==> src/mbe_pkg.sv <==
package mbe_pkg;

    // Widths fixed by the external interface.
    localparam int ITER_W = 16;
    localparam int CFG_W  = 16;

    // Iteration limit after reset.
    localparam logic [CFG_W-1:0] MAX_ITER_RESET = 16'd256;

    // Operand selection for the shared multiplier.
    typedef logic [1:0] mul_sel_t;

    localparam mul_sel_t MUL_RR = 2'd0;
    localparam mul_sel_t MUL_II = 2'd1;
    localparam mul_sel_t MUL_RI = 2'd2;

    // Commands from the sequencer to the datapath.
    typedef struct packed {
        logic     load;
        mul_sel_t mul_sel;
        logic     sq_r_en;
        logic     sq_i_en;
        logic     cross_en;
        logic     update_en;
    } mbe_ctrl_t;

    // Status from the datapath to the sequencer.
    typedef struct packed {
        logic escape;
    } mbe_status_t;

endpackage

==> src/mandelbrot_escape_time_core.sv <==
// A point that stops at the limit after n steps reports n; one that escapes after n steps
// also reports n, the last pass finding |z|^2 >= 4.
// Each pass uses the one shared signed multiplier in turn for two squares and the cross
// product, and a fourth step then applies the saturating update of z.
// One point is worked on at a time; a request is taken while a result waits.
// Reset (rst_n, asynchronous, active low) empties the block and sets the limit to 256.
module mandelbrot_escape_time_core #(
    parameter int COORD_WIDTH = 32,
    parameter int COUNT_WIDTH = 16
) (
    input  logic                          clk,
    input  logic                          rst_n,
    input  logic                          in_valid,
    output logic                          in_stall,
    input  logic signed [COORD_WIDTH-1:0] c_real,
    input  logic signed [COORD_WIDTH-1:0] c_imag,
    input  logic                          last_point,
    output logic                          out_valid,
    input  logic                          out_stall,
    output logic [mbe_pkg::ITER_W-1:0]    iteration_count,
    output logic                          last_point_out,
    input  logic                          cfg_we,
    input  logic [mbe_pkg::CFG_W-1:0]     cfg_wdata
);

    mbe_pkg::mbe_ctrl_t   ctl;
    mbe_pkg::mbe_status_t status;

    // Sequencer: handshakes, step counter, limit and output register.
    mbe_sequencer #(
        .COUNT_WIDTH(COUNT_WIDTH)
    ) u_sequencer (
        .clk            (clk),
        .rst_n          (rst_n),
        .in_valid       (in_valid),
        .in_stall       (in_stall),
        .last_point     (last_point),
        .out_valid      (out_valid),
        .out_stall      (out_stall),
        .iteration_count(iteration_count),
        .last_point_out (last_point_out),
        .cfg_we         (cfg_we),
        .cfg_wdata      (cfg_wdata),
        .ctl            (ctl),
        .status         (status)
    );

    // Datapath: shared multiplier, escape test and z update.
    mbe_datapath #(
        .COORD_WIDTH(COORD_WIDTH)
    ) u_datapath (
        .clk   (clk),
        .rst_n (rst_n),
        .c_real(c_real),
        .c_imag(c_imag),
        .ctl   (ctl),
        .status(status)
    );

endmodule

==> src/mbe_datapath.sv <==
module mbe_datapath #(
    parameter int COORD_WIDTH = 32
) (
    input  logic                          clk,
    input  logic                          rst_n,
    input  logic signed [COORD_WIDTH-1:0] c_real,
    input  logic signed [COORD_WIDTH-1:0] c_imag,
    input  mbe_pkg::mbe_ctrl_t            ctl,
    output mbe_pkg::mbe_status_t          status
);

    localparam int W       = COORD_WIDTH;
    localparam int FRAC_W  = W - 4;
    localparam int PROD_W  = 2 * W;
    localparam int ESC_LSB = 2 * FRAC_W + 2;
    localparam int SUM_W   = W + 6;

    logic signed [W-1:0]      c_real_reg;
    logic signed [W-1:0]      c_imag_reg;
    logic signed [W-1:0]      z_real_reg;
    logic signed [W-1:0]      z_imag_reg;
    logic signed [PROD_W-1:0] sq_r_reg;
    logic signed [PROD_W-1:0] sq_i_reg;
    logic signed [PROD_W-1:0] cross_reg;
    logic signed [PROD_W-1:0] diff_reg;
    logic                     escape_reg;

    logic signed [W-1:0]      mul_a;
    logic signed [W-1:0]      mul_b;
    logic signed [PROD_W-1:0] product;
    logic [PROD_W-1:0]        mag_sum;
    logic signed [PROD_W-1:0] sq_diff;
    logic signed [W+3:0]      new_real_raw;
    logic signed [W+4:0]      new_imag_raw;
    logic signed [SUM_W-1:0]  real_sum;
    logic signed [SUM_W-1:0]  imag_sum;

    // Clamp a widened sum back to the coordinate range.
    function automatic logic signed [W-1:0] sat_coord(input logic signed [SUM_W-1:0] v);
        logic all_ones;
        logic all_zeros;
        all_ones  = &v[SUM_W-1:W-1];
        all_zeros = ~|v[SUM_W-1:W-1];
        if (all_ones || all_zeros)
        begin
            sat_coord = v[W-1:0];
        end
        else if (v[SUM_W-1])
        begin
            sat_coord = {1'b1, {(W-1){1'b0}}};
        end
        else
        begin
            sat_coord = {1'b0, {(W-1){1'b1}}};
        end
    endfunction

    // Shared multiplier: the operands follow the sequencer's selection.
    always_comb
    begin
        case (ctl.mul_sel)
            mbe_pkg::MUL_RR:
            begin
                mul_a = z_real_reg;
                mul_b = z_real_reg;
            end
            mbe_pkg::MUL_II:
            begin
                mul_a = z_imag_reg;
                mul_b = z_imag_reg;
            end
            mbe_pkg::MUL_RI:
            begin
                mul_a = z_real_reg;
                mul_b = z_imag_reg;
            end
            default:
            begin
                mul_a = z_real_reg;
                mul_b = z_imag_reg;
            end
        endcase
    end

    assign product = mul_a * mul_b;

    // Escape test and real-part difference, both from the registered squares.
    assign mag_sum = $unsigned(sq_r_reg) + $unsigned(sq_i_reg);
    assign sq_diff = sq_r_reg - sq_i_reg;

    // Scale back to Q4 by arithmetic shifts; the cross term carries the factor of two.
    assign new_real_raw = diff_reg[PROD_W-1:FRAC_W];
    assign new_imag_raw = cross_reg[PROD_W-1:FRAC_W-1];

    assign real_sum = SUM_W'(new_real_raw) + SUM_W'(c_real_reg);
    assign imag_sum = SUM_W'(new_imag_raw) + SUM_W'(c_imag_reg);

    // Working registers of the iteration.
    always_ff @(posedge clk or negedge rst_n)
    begin
        if (!rst_n)
        begin
            z_real_reg <= '0;
            z_imag_reg <= '0;
            escape_reg <= 1'b0;
        end
        else
        begin
            if (ctl.load)
            begin
                z_real_reg <= '0;
                z_imag_reg <= '0;
                escape_reg <= 1'b0;
            end
            else if (ctl.update_en)
            begin
                z_real_reg <= sat_coord(real_sum);
                z_imag_reg <= sat_coord(imag_sum);
            end
            if (ctl.cross_en)
            begin
                escape_reg <= |mag_sum[PROD_W-1:ESC_LSB];
            end
        end
    end

    // Payload registers without reset.
    always_ff @(posedge clk)
    begin
        if (ctl.load)
        begin
            c_real_reg <= c_real;
            c_imag_reg <= c_imag;
        end
        if (ctl.sq_r_en)
        begin
            sq_r_reg <= product;
        end
        if (ctl.sq_i_en)
        begin
            sq_i_reg <= product;
        end
        if (ctl.cross_en)
        begin
            cross_reg <= product;
            diff_reg  <= sq_diff;
        end
    end

    assign status.escape = escape_reg;

    // A square can never come out negative.
    a_sq_r_pos: assert property (@(posedge clk) disable iff (!rst_n)
        ctl.sq_r_en |=> !sq_r_reg[PROD_W-1])
        else $error("real square negative");

    a_sq_i_pos: assert property (@(posedge clk) disable iff (!rst_n)
        ctl.sq_i_en |=> !sq_i_reg[PROD_W-1])
        else $error("imaginary square negative");

    // z must never be advanced once the point has escaped.
    a_no_update_escaped: assert property (@(posedge clk) disable iff (!rst_n)
        ctl.update_en |-> !escape_reg)
        else $error("z updated after escape");

endmodule

==> src/mbe_sequencer.sv <==
module mbe_sequencer #(
    parameter int COUNT_WIDTH = 16
) (
    input  logic                             clk,
    input  logic                             rst_n,
    input  logic                             in_valid,
    output logic                             in_stall,
    input  logic                             last_point,
    output logic                             out_valid,
    input  logic                             out_stall,
    output logic [mbe_pkg::ITER_W-1:0]       iteration_count,
    output logic                             last_point_out,
    input  logic                             cfg_we,
    input  logic [mbe_pkg::CFG_W-1:0]        cfg_wdata,
    output mbe_pkg::mbe_ctrl_t               ctl,
    input  mbe_pkg::mbe_status_t             status
);

    localparam int LIM_W = (COUNT_WIDTH > mbe_pkg::CFG_W) ? COUNT_WIDTH : mbe_pkg::CFG_W;
    localparam logic [LIM_W-1:0] CAP = LIM_W'({COUNT_WIDTH{1'b1}});

    typedef enum logic [2:0] {
        ST_IDLE,
        ST_SQ_R,
        ST_SQ_I,
        ST_CROSS,
        ST_UPDATE,
        ST_FINISH
    } state_t;

    state_t                     state_reg;
    state_t                     state_next;
    logic [COUNT_WIDTH-1:0]     count_reg;
    logic [COUNT_WIDTH-1:0]     count_next;
    logic                       last_reg;
    logic                       last_next;
    logic                       out_valid_reg;
    logic                       out_valid_next;
    logic [mbe_pkg::ITER_W-1:0] out_count_reg;
    logic [mbe_pkg::ITER_W-1:0] out_count_next;
    logic                       out_last_reg;
    logic                       out_last_next;
    logic [mbe_pkg::CFG_W-1:0]  max_iter_reg;
    logic [mbe_pkg::CFG_W-1:0]  max_iter_next;

    logic [LIM_W-1:0]           max_wide;
    logic [LIM_W-1:0]           limit_wide;
    logic [LIM_W-1:0]           count_wide;
    logic [LIM_W-1:0]           count_inc;
    logic                       accept;
    logic                       out_free;

    // Effective limit, clamped to what the step counter can hold.
    assign max_wide   = LIM_W'(max_iter_reg);
    assign limit_wide = (max_wide > CAP) ? CAP : max_wide;
    assign count_wide = LIM_W'(count_reg);
    assign count_inc  = count_wide + LIM_W'(1);

    assign accept   = (state_reg == ST_IDLE) && in_valid;
    assign out_free = !out_valid_reg || !out_stall;

    // Next state and next register values.
    always_comb
    begin
        state_next     = state_reg;
        count_next     = count_reg;
        last_next      = last_reg;
        out_valid_next = out_valid_reg && out_stall;
        out_count_next = out_count_reg;
        out_last_next  = out_last_reg;
        max_iter_next  = cfg_we ? cfg_wdata : max_iter_reg;

        case (state_reg)
            ST_IDLE:
            begin
                if (in_valid)
                begin
                    count_next = '0;
                    last_next  = last_point;
                    state_next = (limit_wide != '0) ? ST_SQ_R : ST_FINISH;
                end
            end
            ST_SQ_R:
            begin
                state_next = ST_SQ_I;
            end
            ST_SQ_I:
            begin
                state_next = ST_CROSS;
            end
            ST_CROSS:
            begin
                state_next = ST_UPDATE;
            end
            ST_UPDATE:
            begin
                if (status.escape)
                begin
                    state_next = ST_FINISH;
                end
                else
                begin
                    count_next = count_inc[COUNT_WIDTH-1:0];
                    state_next = (count_inc < limit_wide) ? ST_SQ_R : ST_FINISH;
                end
            end
            ST_FINISH:
            begin
                if (out_free)
                begin
                    out_valid_next = 1'b1;
                    out_count_next = count_wide[mbe_pkg::ITER_W-1:0];
                    out_last_next  = last_reg;
                    state_next     = ST_IDLE;
                end
            end
            default:
            begin
                state_next = ST_IDLE;
            end
        endcase
    end

    // State, counter, output register and configuration register.
    always_ff @(posedge clk or negedge rst_n)
    begin
        if (!rst_n)
        begin
            state_reg     <= ST_IDLE;
            count_reg     <= '0;
            last_reg      <= 1'b0;
            out_valid_reg <= 1'b0;
            out_count_reg <= '0;
            out_last_reg  <= 1'b0;
            max_iter_reg  <= mbe_pkg::MAX_ITER_RESET;
        end
        else
        begin
            state_reg     <= state_next;
            count_reg     <= count_next;
            last_reg      <= last_next;
            out_valid_reg <= out_valid_next;
            out_count_reg <= out_count_next;
            out_last_reg  <= out_last_next;
            max_iter_reg  <= max_iter_next;
        end
    end

    // Datapath commands decoded from the state.
    always_comb
    begin
        ctl           = '0;
        ctl.load      = accept;
        ctl.mul_sel   = mbe_pkg::MUL_RI;
        ctl.sq_r_en   = (state_reg == ST_SQ_R);
        ctl.sq_i_en   = (state_reg == ST_SQ_I);
        ctl.cross_en  = (state_reg == ST_CROSS);
        ctl.update_en = (state_reg == ST_UPDATE) && !status.escape;
        case (state_reg)
            ST_SQ_R:
            begin
                ctl.mul_sel = mbe_pkg::MUL_RR;
            end
            ST_SQ_I:
            begin
                ctl.mul_sel = mbe_pkg::MUL_II;
            end
            default:
            begin
                ctl.mul_sel = mbe_pkg::MUL_RI;
            end
        endcase
    end

    assign in_stall        = (state_reg != ST_IDLE);
    assign out_valid       = out_valid_reg;
    assign iteration_count = out_count_reg;
    assign last_point_out  = out_last_reg;

    // A new point is never taken while one is being worked on.
    a_busy_after_accept: assert property (@(posedge clk) disable iff (!rst_n)
        (in_valid && !in_stall) |=> in_stall)
        else $error("request taken while busy");

    // While iterating, the step count stays below the limit, if the limit is not written meanwhile.
    a_count_in_range: assert property (@(posedge clk) disable iff (!rst_n)
        ((state_reg == ST_SQ_R) || (state_reg == ST_SQ_I) ||
         (state_reg == ST_CROSS) || (state_reg == ST_UPDATE)) |-> (count_wide < limit_wide))
        else $error("step count beyond limit");

    // A finished point lands in a free output register at once.
    a_finish_lands: assert property (@(posedge clk) disable iff (!rst_n)
        (state_reg == ST_FINISH && !out_valid_reg) |=> (out_valid_reg && state_reg == ST_IDLE))
        else $error("finished point not delivered");

endmodule
==> config.mk <==
export PLATFORM = sky130hd
export DESIGN_NAME = mandelbrot_escape_time_core
export DESIGN_NICKNAME = d
export VERILOG_FILES = /design/src/mbe_pkg.sv /design/src/mandelbrot_escape_time_core.sv /design/src/mbe_datapath.sv /design/src/mbe_sequencer.sv
export SDC_FILE = /design/constraint.sdc
export NUM_CORES = 2
export LEC_CHECK = 0
export BUFFER_PORTS_ARGS = -buffer_cell sky130_fd_sc_hd__buf_2
export CAP_MARGIN = 20
export CORE_MARGIN = 5
export CORE_UTILIZATION = 30
export CTS_BUF_LIST = sky130_fd_sc_hd__clkbuf_16
export CTS_CLUSTER_SIZE = 20
export DETAILED_ROUTE_END_ITERATION = 7
export GPL_ROUTABILITY_DRIVEN = 1
export SETUP_SLACK_MARGIN = 0.05
export SLEW_MARGIN = 10
export SYNTH_ARGS = -nofsm -noshare
export SYNTH_HDL_FRONTEND = slang
export SYNTH_SLANG_ARGS = --single-unit
==> constraint.sdc <==
create_clock -name clk -period 26.7 [get_ports clk]
set_input_delay 8.01 -clock clk [delete_from_list [all_inputs] [get_ports clk]]
set_output_delay 8.01 -clock clk [all_outputs]
set_load 0.03 [all_outputs]
==> impl_metrics.tcl <==
set metrics [dict create \
    post_cts_resize_count 0 \
    path_common_cell "fa_1" \
    start_kind "flip-flop" \
    core_um2 195000 \
    tightestPinTransition_ns 1.08 \
    postCtsSetupBuffers 0 \
    clockBufferDepth 3 \
    p_sw_share_pct 54.3 \
    setup_tns_ns 0 \
    routed_wl_mm 187 \
    cts_tree "done" \
    rows 162 \
    p_per_area_nw_per_um2 101 \
    cp_slowest_cell "a211oi_1" \
    die_x_um 452 \
    maxCapViolations 0 \
    finClkSkew_ns 0.0323 \
    grt_pass1_vias 46300 \
    gp_congestion 0.934 \
    antenna_found_initial 5 \
    multi_input_area_um2 42500 \
    dieArea_um2 204000 \
    finalNonFillerCells 8672 \
    fmax_ghz 0.0878 \
    path_class "flip-flop to flip-flop" \
    grt_usage_pct 18.2 \
    cp-end-kind "flip-flop" \
    grt_pass1_wl_mm 285 \
    drc 0 \
    setup_ws_ns 15.31 \
    postSynthAreaPerCell_um2 9.60 \
    slew_headroom_pct 27.7 \
    setup_viol 0 \
    drt_iter0_markers 3723 \
    path_clk_slew_ns 0.07 \
    postPlaceCellArea_um2 62200 \
    stdcell_area_um2 63700 \
    grt_overflow 0 \
    crit_family "adder cells" \
    register_area_um2 10900 \
    ant_nets 0 \
    syn-instance-count 6105 \
    drt_pass1_iterations 5 \
    clkPwrFrac_pct 9.3 \
    critPathBufInv 5 \
    fillCellCount 19900 \
    power_leakage_uw 0.0291 \
    dieHeight_um 452 \
    finalPower_uw 6410 \
    hold_violations 0 \
    insertion_delay_ns 0.57 \
    share_comb_of_total_power_pct 71.1 \
    r2r_setup_slack_ns 15.31 \
    max_stage_delay_ns 0.94 \
    place_ws_ns 15.63 \
    initial_core_util_pct 30.1 \
    drive_above_1_share_pct 7.30 \
    clock_sinks 384 \
    grt_max_degree 127 \
    crit_arrival_ns 11.68 \
    synth-edff-count 265 \
    hold_path.class "flip-flop to flip-flop" \
    vias 43800 \
    routed_via_density 5.06 \
    path_max_fanout 41 \
    maxSlewViolCount 0 \
    ioPinCount 105 \
    syn_area_um2 58600 \
    port-buffer-count 104 \
    cp.required_ns 26.98 \
    rsz0062_at_grt "false" \
    place_hpwl_mm 149 \
    cts_hold_buf 0 \
    synthDistinctLibCells 86 \
    status "completed" \
    cts_buffers 39 \
    nets 7662 \
    dp_cells 8595 \
    routedWlPerCell_um 21.6 \
    internal_power_uw 2930 \
    synth_warnings 0 \
    fin_crit_sh_pct 42.7 \
    ys_seq_elements 384 \
    syn_to_final_growth_pct 8.64 \
    synthFlopType "edfxtp_1" \
    irDropWorstVdd_mv 0.101 \
    h-tree-depth 2 \
    cts_root_buffer "clkbuf_16" \
    p_seq_share_pct 19.6 \
    ys_seq_area_share_pct 18.7 \
    syn_nets 7672 \
    finalCriticalPeriod_ns 11.39 \
    postSynth.asyncResetShare_pct 31.0 \
    netSwitchingPower_uw 3480 \
]
layout make-up:
class	instances	area share [%]
multi-input cells	4300	66.8
repair buffers	194	1.93
diodes	4	0.0157
well taps	2542	5.00
flip-flops and latches	384	17.2
inverters	1176	6.94
clock buffers	41	1.61
clock inverters	31	0.566
cells in the final DEF, fill, tap and decap left out, types with 20 or more instances in the layout:
cell	synthesis	final
a211oi_1	30	30
a21o_1	77	77
a21oi_1	273	272
a22o_1	25	25
a22oi_2	30	30
a31oi_1	25	25
and3_1	25	25
buf_2	8	103
buf_4	0	89
clkbuf_16	0	41
dfrtp_1	118	118
edfxtp_1	265	265
fa_1	1084	1084
ha_1	397	397
inv_1	1176	1179
mux2_2	78	78
mux2i_1	67	28
mux2i_2	0	28
nand2_1	710	710
nand2b_1	34	34
nand3_1	62	62
nand4_1	20	20
nor2_1	649	648
nor2b_1	31	31
nor3_1	42	41
o21a_1	26	26
o21ai_0	154	154
o21bai_1	33	33
xnor2_1	121	121
xor2_1	57	57
per-layer routing:
| metal | global-route usage [%] | vias up | share of wire, % |
|---|---|---|---|
| met4 | 7.16 | 0 | 4.7 |
| met2 | 30.0 | 1781 | 47 |
| met5 | 0 | - | 0 |
| met1 | 23.8 | 22500 | 40 |
| met3 | 3.40 | 404 | 8.0 |
| li1 | - | 19200 | - |
cell usage after synthesis, types with 78 or more instances:
cell,number,area share (%)
inv_1,1176,7.5
fa_1,1084,37
nand2_1,710,4.5
nor2_1,649,4.2
ha_1,397,8.5
a21oi_1,273,2.3
edfxtp_1,265,14
clkbuf_1,202,1.3
o21ai_0,154,1.3
xnor2_1,121,1.8
dfrtp_1,118,5.0
mux2_2,78,1.5
cell families (layout without fill, tap and decap cells):
kind of cell | after synthesis | after routing | share of synthesized area (%)
muxes | 150 | 150 | 2.76
other | 0 | 4 | 0
adders and majority gates | 1481 | 1481 | 45.5
AOI/OAI and AO/OA | 822 | 822 | 9.17
DFF | 384 | 384 | 18.7
xor gates and xnor gates | 178 | 178 | 2.66
buffers and inverters | 1421 | 1442 | 9.28
and+or+nand+nor | 1669 | 1669 | 11.9
worst paths after layout:
| check | startpoint | to | cells past startpoint |
|---|---|---|---|
| worst min register to register | u_sequencer.iteration_count[11] | u_sequencer.iteration_count[11] | 1 |
| worst max-delay path | u_sequencer.state_reg[0] | u_datapath.sq_i_reg[56] | 29 |
| worst min-delay path | u_sequencer.iteration_count[11] | u_sequencer.iteration_count[11] | 1 |
| min in group asynchronous | rst_n | u_sequencer.iteration_count[2] | 1 |
| max in group asynchronous | rst_n | u_datapath.z_real_reg[2] | 2 |
| worst max register to register | u_sequencer.state_reg[0] | u_datapath.sq_i_reg[56] | 29 |
power by group through the flow:
stage                     clock network [µW]  logic (µW)  registers, µW
after global placement                     0        4430           1260
after global routing                     638        4920           1280
after floorplan                            0        2950           1190
final                                    598        4550           1250
after detailed placement                   0        4470           1270
after CTS                                613        4510           1260
through the flow:
stage / hold WS [ns] / util [%]
detailed placement: 0.493 / 32.0
finish: 0.505 / 32.7
floorplan: 0.477 / -
CTS: 0.508 / 32.7
global route: 0.528 / 32.7
global placement: 0.483 / 32.0
No activity file was read; power rests on OpenSTA's default activity.
